`src/rtl/core/sts_pkg.sv`:
```
// ----------------------------------------------------------------------------
// sts_pkg
// Shared types, character codes and helpers for the s-expression token scanner.
// ----------------------------------------------------------------------------
package sts_pkg;

  localparam int OFFSET_BITS_DEFAULT = 20;
  localparam int LINE_BITS_DEFAULT   = 16;

  // Result queue depth; room for two results gates the input side.
  localparam int QUEUE_DEPTH = 4;

  typedef logic [19:0] off_field_t;
  typedef logic [15:0] line_field_t;

  typedef enum logic [3:0] {
    KIND_END     = 4'd0,
    KIND_LPAREN  = 4'd1,
    KIND_RPAREN  = 4'd2,
    KIND_NUMBER  = 4'd3,
    KIND_STRING  = 4'd4,
    KIND_NAME    = 4'd5,
    KIND_TRUE    = 4'd6,
    KIND_FALSE   = 4'd7,
    KIND_NIL     = 4'd8,
    KIND_BAD     = 4'd9,
    KIND_UNTERM  = 4'd10
  } kind_t;

  typedef struct packed {
    kind_t       kind;
    off_field_t  start;
    off_field_t  length;
    line_field_t line;
    logic        last;
  } result_t;

  localparam logic [7:0] CH_SPACE  = 8'h20;
  localparam logic [7:0] CH_TAB    = 8'h09;
  localparam logic [7:0] CH_CR     = 8'h0D;
  localparam logic [7:0] CH_LF     = 8'h0A;
  localparam logic [7:0] CH_DOT    = 8'h2E;
  localparam logic [7:0] CH_QUOTE  = 8'h22;
  localparam logic [7:0] CH_LPAREN = 8'h28;
  localparam logic [7:0] CH_RPAREN = 8'h29;
  localparam logic [7:0] CH_ZERO   = 8'h30;
  localparam logic [7:0] CH_NINE   = 8'h39;
  localparam logic [7:0] CH_PRINT_LO = 8'h21;
  localparam logic [7:0] CH_PRINT_HI = 8'h7E;

  localparam logic [31:0] KW_TRUE  = 32'h7472_7565;
  localparam logic [39:0] KW_FALSE = 40'h66_616C_7365;
  localparam logic [23:0] KW_NIL   = 24'h6E_696C;

  function automatic logic is_digit(input logic [7:0] b);
    return (b >= CH_ZERO) && (b <= CH_NINE);
  endfunction

  function automatic logic is_name_byte(input logic [7:0] b);
    return (b >= CH_PRINT_LO) && (b <= CH_PRINT_HI) &&
           (b != CH_LPAREN) && (b != CH_RPAREN) && (b != CH_QUOTE);
  endfunction

endpackage

```
`src/rtl/core/sts_scan.sv`:
```
// ----------------------------------------------------------------------------
// sts_scan
// Scanner state and per-byte classification; yields up to two results per item.
// ----------------------------------------------------------------------------
module sts_scan #(
  parameter int OFFSET_BITS = sts_pkg::OFFSET_BITS_DEFAULT,
  parameter int LINE_BITS   = sts_pkg::LINE_BITS_DEFAULT
) (
  input  logic             clk,
  input  logic             rst,
  input  logic             take,
  input  logic [7:0]       text_byte,
  input  logic             end_marker,
  output logic [1:0]       res_count,
  output sts_pkg::result_t res_first,
  output sts_pkg::result_t res_second
);

  typedef enum logic [2:0] {
    MODE_IDLE = 3'd0,
    MODE_NAME = 3'd1,
    MODE_INT  = 3'd2,
    MODE_FRAC = 3'd3,
    MODE_STR  = 3'd4,
    MODE_DROP = 3'd5
  } mode_t;

  mode_t                  mode, mode_next;
  logic [OFFSET_BITS-1:0] token_start, token_start_next;
  logic [OFFSET_BITS-1:0] byte_position, byte_position_next;
  logic [LINE_BITS-1:0]   line_count, line_count_next;
  logic [39:0]            keyword_window, keyword_window_next;
  logic [2:0]             name_len, name_len_next;

  logic [OFFSET_BITS-1:0] pos_inc;
  logic [OFFSET_BITS-1:0] tok_len;
  sts_pkg::kind_t         name_kind;
  logic                   first_v, scan_v, rescan;
  sts_pkg::kind_t         first_kind, scan_kind;
  logic [OFFSET_BITS-1:0] scan_len;
  sts_pkg::result_t       first_res, scan_res;

  assign pos_inc = (&byte_position) ? byte_position : byte_position + 1'b1;
  assign tok_len = byte_position - token_start;

  always_comb begin
    if (name_len == 3'd4 && keyword_window[31:0] == sts_pkg::KW_TRUE) begin
      name_kind = sts_pkg::KIND_TRUE;
    end else if (name_len == 3'd5 && keyword_window == sts_pkg::KW_FALSE) begin
      name_kind = sts_pkg::KIND_FALSE;
    end else if (name_len == 3'd3 && keyword_window[23:0] == sts_pkg::KW_NIL) begin
      name_kind = sts_pkg::KIND_NIL;
    end else begin
      name_kind = sts_pkg::KIND_NAME;
    end
  end

  always_comb begin
    mode_next           = mode;
    token_start_next    = token_start;
    byte_position_next  = byte_position;
    line_count_next     = line_count;
    keyword_window_next = keyword_window;
    name_len_next       = name_len;
    first_v    = 1'b0;
    first_kind = sts_pkg::KIND_NAME;
    scan_v     = 1'b0;
    scan_kind  = sts_pkg::KIND_END;
    scan_len   = OFFSET_BITS'(1);
    rescan     = 1'b0;

    if (end_marker) begin
      case (mode)
        MODE_NAME: begin
          first_v    = 1'b1;
          first_kind = name_kind;
        end
        MODE_INT, MODE_FRAC: begin
          first_v    = 1'b1;
          first_kind = sts_pkg::KIND_NUMBER;
        end
        MODE_STR: begin
          first_v    = 1'b1;
          first_kind = sts_pkg::KIND_UNTERM;
        end
        default: ;
      endcase
      scan_v              = 1'b1;
      scan_kind           = sts_pkg::KIND_END;
      scan_len            = '0;
      mode_next           = MODE_IDLE;
      token_start_next    = '0;
      byte_position_next  = '0;
      line_count_next     = LINE_BITS'(1);
      keyword_window_next = '0;
      name_len_next       = '0;
    end else begin
      case (mode)
        MODE_STR: begin
          if (text_byte == sts_pkg::CH_QUOTE) begin
            first_v    = 1'b1;
            first_kind = sts_pkg::KIND_STRING;
            mode_next  = MODE_IDLE;
          end
        end
        MODE_DROP: ;
        MODE_NAME: begin
          if (sts_pkg::is_name_byte(text_byte)) begin
            keyword_window_next = {keyword_window[31:0], text_byte};
            if (name_len != 3'd7) name_len_next = name_len + 3'd1;
          end else begin
            first_v    = 1'b1;
            first_kind = name_kind;
            rescan     = 1'b1;
          end
        end
        MODE_INT: begin
          if (text_byte == sts_pkg::CH_DOT) begin
            mode_next = MODE_FRAC;
          end else if (!sts_pkg::is_digit(text_byte)) begin
            first_v    = 1'b1;
            first_kind = sts_pkg::KIND_NUMBER;
            rescan     = 1'b1;
          end
        end
        MODE_FRAC: begin
          if (!sts_pkg::is_digit(text_byte)) begin
            first_v    = 1'b1;
            first_kind = sts_pkg::KIND_NUMBER;
            rescan     = 1'b1;
          end
        end
        default: rescan = 1'b1;
      endcase

      // Scan the byte as the possible start of a new token.
      if (rescan) begin
        mode_next = MODE_IDLE;
        if (text_byte == sts_pkg::CH_SPACE || text_byte == sts_pkg::CH_TAB ||
            text_byte == sts_pkg::CH_CR) begin
          mode_next = MODE_IDLE;
        end else if (text_byte == sts_pkg::CH_LF) begin
          if (!(&line_count)) line_count_next = line_count + 1'b1;
        end else if (sts_pkg::is_digit(text_byte)) begin
          token_start_next = byte_position;
          mode_next        = MODE_INT;
        end else if (text_byte == sts_pkg::CH_QUOTE) begin
          token_start_next = pos_inc;
          mode_next        = MODE_STR;
        end else if (text_byte == sts_pkg::CH_LPAREN) begin
          scan_v    = 1'b1;
          scan_kind = sts_pkg::KIND_LPAREN;
        end else if (text_byte == sts_pkg::CH_RPAREN) begin
          scan_v    = 1'b1;
          scan_kind = sts_pkg::KIND_RPAREN;
        end else if (sts_pkg::is_name_byte(text_byte)) begin
          token_start_next    = byte_position;
          keyword_window_next = {32'd0, text_byte};
          name_len_next       = 3'd1;
          mode_next           = MODE_NAME;
        end else begin
          scan_v    = 1'b1;
          scan_kind = sts_pkg::KIND_BAD;
          mode_next = MODE_DROP;
        end
      end
      byte_position_next = pos_inc;
    end
  end

  always_comb begin
    first_res.kind    = first_kind;
    first_res.start   = sts_pkg::off_field_t'(token_start);
    first_res.length  = sts_pkg::off_field_t'(tok_len);
    first_res.line    = sts_pkg::line_field_t'(line_count);
    first_res.last    = !scan_v;
    scan_res.kind     = scan_kind;
    scan_res.start    = sts_pkg::off_field_t'(byte_position);
    scan_res.length   = sts_pkg::off_field_t'(scan_len);
    scan_res.line     = sts_pkg::line_field_t'(line_count);
    scan_res.last     = 1'b1;
  end

  assign res_count  = take ? ({1'b0, first_v} + {1'b0, scan_v}) : 2'd0;
  assign res_first  = first_v ? first_res : scan_res;
  assign res_second = scan_res;

  always_ff @(posedge clk) begin
    if (rst) begin
      mode           <= MODE_IDLE;
      token_start    <= '0;
      byte_position  <= '0;
      line_count     <= LINE_BITS'(1);
      keyword_window <= '0;
      name_len       <= '0;
    end else if (take) begin
      mode           <= mode_next;
      token_start    <= token_start_next;
      byte_position  <= byte_position_next;
      line_count     <= line_count_next;
      keyword_window <= keyword_window_next;
      name_len       <= name_len_next;
    end
  end

endmodule

```
`src/rtl/core/sts_result_queue.sv`:
```
// ----------------------------------------------------------------------------
// sts_result_queue
// Small result queue: writes up to two results a cycle, drains one a cycle.
// ----------------------------------------------------------------------------
module sts_result_queue (
  input  logic             clk,
  input  logic             rst,
  input  logic [1:0]       push_count,
  input  sts_pkg::result_t push_first,
  input  sts_pkg::result_t push_second,
  output logic             has_room,
  output logic             head_valid,
  input  logic             head_ready,
  output sts_pkg::result_t head
);

  localparam int DEPTH = sts_pkg::QUEUE_DEPTH;
  localparam int PTR_W = $clog2(DEPTH);
  localparam int CNT_W = $clog2(DEPTH + 1);

  sts_pkg::result_t slots [DEPTH];
  logic [PTR_W-1:0] wr_ptr, rd_ptr;
  logic [CNT_W-1:0] count;
  logic             pop;
  logic [PTR_W-1:0] wr_ptr_plus1;

  assign pop          = head_valid && head_ready;
  assign head_valid   = (count != '0);
  assign head         = slots[rd_ptr];
  assign has_room     = (count <= CNT_W'(DEPTH - 2));
  assign wr_ptr_plus1 = wr_ptr + 1'b1;

  always_ff @(posedge clk) begin
    if (rst) begin
      wr_ptr <= '0;
      rd_ptr <= '0;
      count  <= '0;
    end else begin
      wr_ptr <= wr_ptr + PTR_W'(push_count);
      if (pop) rd_ptr <= rd_ptr + 1'b1;
      count  <= count + CNT_W'(push_count) - CNT_W'(pop);
    end
  end

  always_ff @(posedge clk) begin
    if (push_count != 2'd0) slots[wr_ptr] <= push_first;
    if (push_count == 2'd2) slots[wr_ptr_plus1] <= push_second;
  end

endmodule

```
`src/rtl/core/sexpr_token_scanner.sv`:
```
// ----------------------------------------------------------------------------
// sexpr_token_scanner
// S-expression tokenizer: one text byte per request, tokens out as results.
// ----------------------------------------------------------------------------
// Usage:
//   Input channel (in_valid/in_ready) carries one request per text byte, or an
//   end marker. Output channel (out_valid/out_ready) carries token results:
//   kind, start offset, length, line and a flag on the last result of a
//   request. A request yields zero, one or two results.
//   The results of a request are registered in the result queue and are
//   visible on the output in the cycle after it is taken (when the queue
//   ahead of them is empty). Throughput: one request per cycle while each
//   request yields at most one result and the receiver takes every result;
//   two results of one request leave one at a time by the single output port.
//   in_ready depends only on the result queue fill (room for two results),
//   never on out_ready in the same cycle.
//   Reset clears the scanner to idle, offset zero, line one, and empties the
//   result queue. The end marker also returns the scanner to that state.
//   When the receiver stalls, results stay in the four-entry queue; once it
//   holds more than two, in_ready drops until the receiver drains it.
// ----------------------------------------------------------------------------
module sexpr_token_scanner #(
  parameter int OFFSET_BITS = sts_pkg::OFFSET_BITS_DEFAULT,
  parameter int LINE_BITS   = sts_pkg::LINE_BITS_DEFAULT
) (
  input  logic        clk,
  input  logic        rst,
  input  logic        in_valid,
  output logic        in_ready,
  input  logic [7:0]  text_byte,
  input  logic        end_marker,
  output logic        out_valid,
  input  logic        out_ready,
  output logic [3:0]  token_kind,
  output logic [19:0] start_offset,
  output logic [19:0] token_length,
  output logic [15:0] line_number,
  output logic        last_of_run
);

  logic             take;
  logic [1:0]       res_count;
  sts_pkg::result_t res_first, res_second;
  sts_pkg::result_t head;
  logic             has_room;

  // Take a request only when the queue can absorb both possible results.
  assign in_ready = has_room;
  assign take     = in_valid && in_ready;

  sts_scan #(
    .OFFSET_BITS (OFFSET_BITS),
    .LINE_BITS   (LINE_BITS)
  ) u_scan (
    .clk        (clk),
    .rst        (rst),
    .take       (take),
    .text_byte  (text_byte),
    .end_marker (end_marker),
    .res_count  (res_count),
    .res_first  (res_first),
    .res_second (res_second)
  );

  sts_result_queue u_queue (
    .clk         (clk),
    .rst         (rst),
    .push_count  (res_count),
    .push_first  (res_first),
    .push_second (res_second),
    .has_room    (has_room),
    .head_valid  (out_valid),
    .head_ready  (out_ready),
    .head        (head)
  );

  // Unpack the head of the queue onto the result ports.
  assign token_kind   = head.kind;
  assign start_offset = head.start;
  assign token_length = head.length;
  assign line_number  = head.line;
  assign last_of_run  = head.last;

endmodule

```
`config.mk`:
```
export PLATFORM = sky130hd
export DESIGN_NAME = sexpr_token_scanner
export DESIGN_NICKNAME = d
export VERILOG_FILES = /design/src/rtl/core/sts_pkg.sv /design/src/rtl/core/sts_scan.sv /design/src/rtl/core/sts_result_queue.sv /design/src/rtl/core/sexpr_token_scanner.sv
export SDC_FILE = /design/constraint.sdc
export NUM_CORES = 1
export LEC_CHECK = 0
export CAP_MARGIN = 30
export CORE_ASPECT_RATIO = 1.75
export CORE_MARGIN = 2
export CORE_UTILIZATION = 42
export CTS_BUF_LIST = sky130_fd_sc_hd__clkbuf_8
export CTS_CLUSTER_SIZE = 10
export DETAILED_ROUTE_END_ITERATION = 12
export DONT_BUFFER_PORTS = 1
export GPL_TIMING_DRIVEN = 0
export SETUP_SLACK_MARGIN = 0.15
export SLEW_MARGIN = 30
export SYNTH_ARGS = -nofsm -noshare
export SYNTH_HDL_FRONTEND = slang
export SYNTH_SLANG_ARGS = --single-unit
```
`constraint.sdc`:
```
create_clock -name clk -period 16.3 [get_ports clk]
set_clock_uncertainty 0.2 [all_clocks]
set_input_delay 1.63 -clock clk [delete_from_list [all_inputs] [get_ports clk]]
set_output_delay 1.63 -clock clk [all_outputs]
set_load 0.01 [all_outputs]
```
======== Word level (Yosys, flattened, before mapping) ========
Memory sizes are Yosys's and may differ from the RTL's. A register that Yosys moved wholly into a read port is not among the register bits.
Index checks and enable logic that the tools add are counted.
Widths: inputs -> output; s select.
storage, ports and cells
  flip-flop bits (word level) ............. 109
  memory bits (writable) .................. 244
  output and inout bits ................... 63
  logic and storage cells ................. 179
  memories kept ........................... 1
memories
  memory         depth  width  read ports  clocked after memory_dff  wr ports  line                    RTL
  u_queue.slots  4      61     1           1                         2         sts_result_queue.sv:21  sts_pkg::result_t slots [DEPTH];
cells by class
  add/sub/neg operators ................... 10
  order comparisons ....................... 5
  equal/unequal tests ..................... 31
  multiplexer cells ....................... 96
  reductions and logical operators ........ 27
operator list
  cell                   count
  $mux 40                11
  $mux 20                11
  $mux 16                5
  $mux 3                 24
  $mux 61                1
  $mux 4                 15
  $eq 40x39->1 const B   1
  $eq 8x6->1 const B     5
  $eq 32x31->1 const B   1
  $eq 24x23->1 const B   1
  $eq 8x4->1 const B     3
  $ne 8x6->1 const B     3
  $mux 1                 21
  $add 20x1->20 const B  1
  $reduce_and 20->1      1
  $sub 20x20->20         1
  $add 16x1->16 const B  1
  $ge 8x6->1 const B     2
  $ne 4x2->1 const B     4
  $pmux 4 s4             1
  $reduce_and 16->1      1
  $eq 3x3->1 const B     4
  $pmux 4 s3             1
  $logic_and 1x1->1      10
  27 further kinds       40

======== Logic depth before layout (Yosys ltp) ========
  depth in word-level cells ............... 19
  gate-level depth with buffers ........... 16
  mapped depth without buffers ............ 14

======== Cells and area by module ========
From an unflattened synthesis, not the netlist that was laid out.
unflattened totals
  cell total of the unflattened synthesis .. 1583
  area total of the unflattened synthesis .. 19924.1 µm²
modules (own cells, without submodules)
  module               instances  cells an instance  area each (µm²)
  sts_result_queue     1          645                12395.6
  sts_scan             1          937                7522.2
  sexpr_token_scanner  1          1                  6.3

======== Worst setup path after synthesis ========
OpenSTA, ideal clock, no wires.
  kind .................................... input port to flip-flop
  start ................................... input port text_byte[7]
  end ..................................... memory u_queue.slots[2][10] in the netlist's numbering (enable)
  library setup time ...................... 417 ps
  data arrival time ....................... 5760 ps
  data required time ...................... 15683 ps
  path slack .............................. 9924 ps
  stages on the path ...................... 13
  buffers on the path ..................... 3
  path through ............................ or4b_1 -> buf_2 -> nor4_4 -> nor2_1 -> o221ai_2 -> buf_2 -> ha_1 -> nand2_1 -> nor2_1 -> and2_1 -> a21oi_1 -> inv_1 -> clkbuf_1
RTL lines
  item         line                       RTL
  from (decl)  sexpr_token_scanner.sv:30  input logic [7:0] text_byte,
  to (decl)    sts_result_queue.sv:21

==> metrics.md <==
| Metric | Value |
|---|---|
| Outcome | `finished clean` |
| Max Transition Viols Final | `0` |
| Leak | `approximately 6.5 nW` |
| Crit path required time | `around 17 ns` |
| Overflow left after global routing | `0` |
| Rel. slew slack | `0.263` |
| Buffers on Ports | `0` |
| CP Class | `in -> reg` |
| Postcts setup bufs | `0` |
| CTS sink cnt | `between 300 and 400` |
| Inserted Clock Buffers | `53` |
| Syn Area/Cell | `between 10 and 15 µm²` |
| Worst path arrival time | `between 6 and 7 ns` |
| Netlist cell types | `82` |
| CP Capture Type | `register` |
| Routability cong. | `0.921` |
| Effective utilization at floorplan | `0.427` |
| DRT iter0 DRCs | `around 930` |
| Die Span Y | `about 270 µm` |
| Final Hold Fails | `0` |
| CP startpoint kind | `input pin` |
| Share of cells above drive strength 1 | `0.109` |
| Synthesis warning total | `0` |
| Fin cells | `between 2k and 2.5k` |
| Initial antenna violation count | `1` |
| Inst Count DP | `between 2k and 2.5k` |
| Clk Tree Root Cell | `clkbuf_8` |
| Register area share after synthesis | `0.509` |
| Reg power frac | `0.451` |
| Global-route wire length before repair | `78100 µm` |
| Largest net degree at the start of global routing | `42` |
| Clock power share | `0.336` |
| Final WS setup | `between 10 and 15 ns` |
| Post-route ant nets | `0` |
| Core area | `around 0.04 mm²` |
| I/O pins | `76` |
| Worst-path clk slew | `around 0.07 ns` |
| Final setup TNS | `0 ns` |
| Max FO, Critical Path | `10` |
| Asr flop ratio synth | `0` |
| Vias in the first global route | `between 10k and 15k` |
| Final setup fails | `0` |
| Clock Path Buffers | `3` |
| Synth Flop Type | `dfxtp_1` |
| DRT Pass-1 Iters | `7` |
| Mapped Area | `roughly 0.017 mm²` |
| Final period utilization | `0.383` |
| CTS tree | `built` |
| VDD IR max | `~0.000068 V` |
| Sw Share | `0.307` |
| Yosys reg bits | `about 360` |
| Rows | `97` |
| Pre-CTS setup slack | `9.55 ns` |
| H-tree depth | `2` |
| Tightest Pin Transition | `between 1 and 1.5 ns` |
| DRC violation count after routing | `0` |
| Max cap viols | `0` |
| Layout area overhead | `10.8%` |
| CTS hold repair buffers | `0` |
| Routed via count | `13.2k` |
| Routed WL | `50700 µm` |
| Switching power | `696 µW` |
| Synthesized Nets | `1658` |
| Routed WL per cell | `~23 µm` |
| Internal cell power | `roughly 1.6 mW` |
| HP Class | `reg -> reg` |
| DP HPWL | `around 37000 µm` |
| RSZ-0062 raised after global routing | `false` |
| Mapped Cells | `between 1.5k and 2k` |
| Comb power frac | `0.213` |
| Die X | `about 160 µm` |
| PwrDens | `~120 mW/mm²` |
| Min Clock Period, post-route | `~6.2 ns` |
| Clock Latency Late Sink | `0.63 ns` |
| Fin nets | `1717` |
| Number of flops mapped to enable cells by yosys | `between 150 and 200` |
| Total Routing Usage GR | `0.241` |
| Resized cells post-CTS | `0` |
| Full die area | `between 0.04 and 0.05 mm²` |
| Via/cell ratio | `slightly below 6` |
| Fmax achieved | `around 0.16 GHz` |
-- state kept, by name (all words and copies together), names as in the netlist, named ones only --
name                   count
u_scan.line_count         16
u_queue.count              3
u_queue.rd_ptr             2
u_queue.slots            244
u_scan.token_start        20
u_scan.keyword_window     40
u_scan.mode                3
u_queue.wr_ptr             2
u_scan.byte_position      20
u_scan.name_len            3
-- path summary, 6_finish.rpt --
kind                   startpoint                    to  slack (ns)  cells after the start
max                  text_byte[7]  u_queue.slots[2][49]       10.05                     15
min          u_queue.slots[2][23]  u_queue.slots[2][23]        0.25                      2
max reg2reg        u_scan.mode[2]  u_queue.slots[2][49]       11.07                     13
min reg2reg  u_queue.slots[2][23]  u_queue.slots[2][23]        0.25                      2
-- per-layer routing --
metal,vias to the layer above,global-route usage,wire [µm],share of wire
met5,-,0,0,0
met1,6461,0.256,17800,0.35
met4,0,0.182,4240,0.084
li1,6101,-,-,-
met3,134,0.0383,2690,0.053
met2,463,0.423,26000,0.51
-- synth_stat cells (8+ instances only) --
library cell | count | area (µm²)
mux4_2 | 61 | 1370
nand4_1 | 14 | 87.6
xnor2_1 | 25 | 219
a31oi_1 | 16 | 100
nand3_1 | 36 | 180
a21oi_1 | 49 | 245
dfxtp_1 | 195 | 3900
o211ai_1 | 8 | 60.1
nor3_1 | 21 | 105
nand2b_1 | 11 | 68.8
o21ai_0 | 165 | 826
inv_1 | 43 | 161
ha_1 | 29 | 363
nand2_1 | 179 | 672
o2bb2ai_1 | 11 | 96.3
clkbuf_1 | 89 | 334
and2_1 | 76 | 475
a21o_1 | 17 | 128
buf_2 | 11 | 55.1
and3_1 | 10 | 62.6
nor2b_1 | 11 | 68.8
nor2_1 | 108 | 405
o32ai_1 | 12 | 105
edfxtp_1 | 160 | 4800
a22o_1 | 83 | 727
o21a_1 | 10 | 75.1
or3_1 | 12 | 75.1
xor2_1 | 20 | 175
-- layout by cell type (no fill, tap or decap), drive strengths merged, types with 7 or more instances in the layout --
cell type / netlist / routed
ha: 29 / 29
o21a: 10 / 10
o2bb2ai: 11 / 11
xor2: 20 / 20
a211oi: 8 / 8
xnor2: 25 / 25
and3: 10 / 10
mux2i: 7 / 7
a31oi: 17 / 17
nor3: 21 / 21
nand3: 37 / 37
clkbuf: 89 / 155
nand2b: 11 / 11
nand2: 180 / 180
a22o: 83 / 83
a21o: 17 / 17
o21ai: 168 / 168
nand4: 14 / 14
o211ai: 8 / 8
and2: 77 / 77
dfxtp: 195 / 195
edfxtp: 160 / 160
o32ai: 12 / 12
a21oi: 50 / 50
nor2: 110 / 110
inv: 44 / 68
nor2b: 11 / 11
buf: 25 / 27
or3: 12 / 12
mux4: 61 / 61
nor4: 7 / 7
-- critical path, cell delays in order --
cell	delay, ns
or4b_1	0.50
buf_2	0.19
nor4_4	0.34
clkbuf_1	0.65
nor3_1	0.13
nand3_1	0.18
o21ai_0	0.11
ha_1	0.39
nor2_1	0.07
nor2_1	0.41
nand2_1	0.33
o21ai_0	0.76
clkbuf_1	0.56
nand2_1	0.11
o21ai_0	0.11
-- power groups by stage --
stage	sequential, mW	clock (mW)	combinational (mW)
2_1_floorplan	1.04	0	0.331
3_3_place_gp	1.04	0	0.473
3_5_place_dp	1.04	0	0.487
4_1_cts	1.02	0.777	0.488
5_1_grt	1.03	0.816	0.518
6_report	1.02	0.761	0.482
-- cells by family (layout without fill, tap and decap cells) --
logic type                 count (synthesis)  in the layout  share of synthesized area
and+or+nand+nor                          526            526                      0.153
AOI/OAI and AO/OA                        430            430                      0.168
DFF                                      355            355                      0.509
buffers and inverters                    158            258                     0.0383
muxes                                     69             69                     0.0851
xor gates and xnor gates                  45             45                     0.0230
adders and majority gates                 31             31                     0.0236
other                                      0              1                          0
-- per-stage QoR --
| stage | power [mW] | instance area (µm²) | util | hold WS, ns |
|---|---|---|---|---|
| 2_1_floorplan | 1.37 | 17100 | - | 0.220 |
| 3_3_place_gp | 1.52 | 17700 | 0.442 | 0.231 |
| 3_5_place_dp | 1.53 | 17800 | 0.445 | 0.240 |
| 4_1_cts | 2.29 | 18900 | 0.473 | 0.254 |
| 5_1_grt | 2.36 | 19000 | 0.473 | 0.274 |
| 6_report | 2.26 | 19000 | 0.473 | 0.251 |
-- cell type report --
cell class,count,area (µm²)
Antenna cell,1,2.50
Sequential cell,355,8710
Multi-Input combinational cell,1101,7740
Fill cell,3741,21100
Timing Repair Buffer,4,95.1
Tap cell,495,619
Clock inverter,32,229
Buffer,114,510
Inverter,44,165
Clock buffer,64,881
Power figures use the tool's default switching activity.
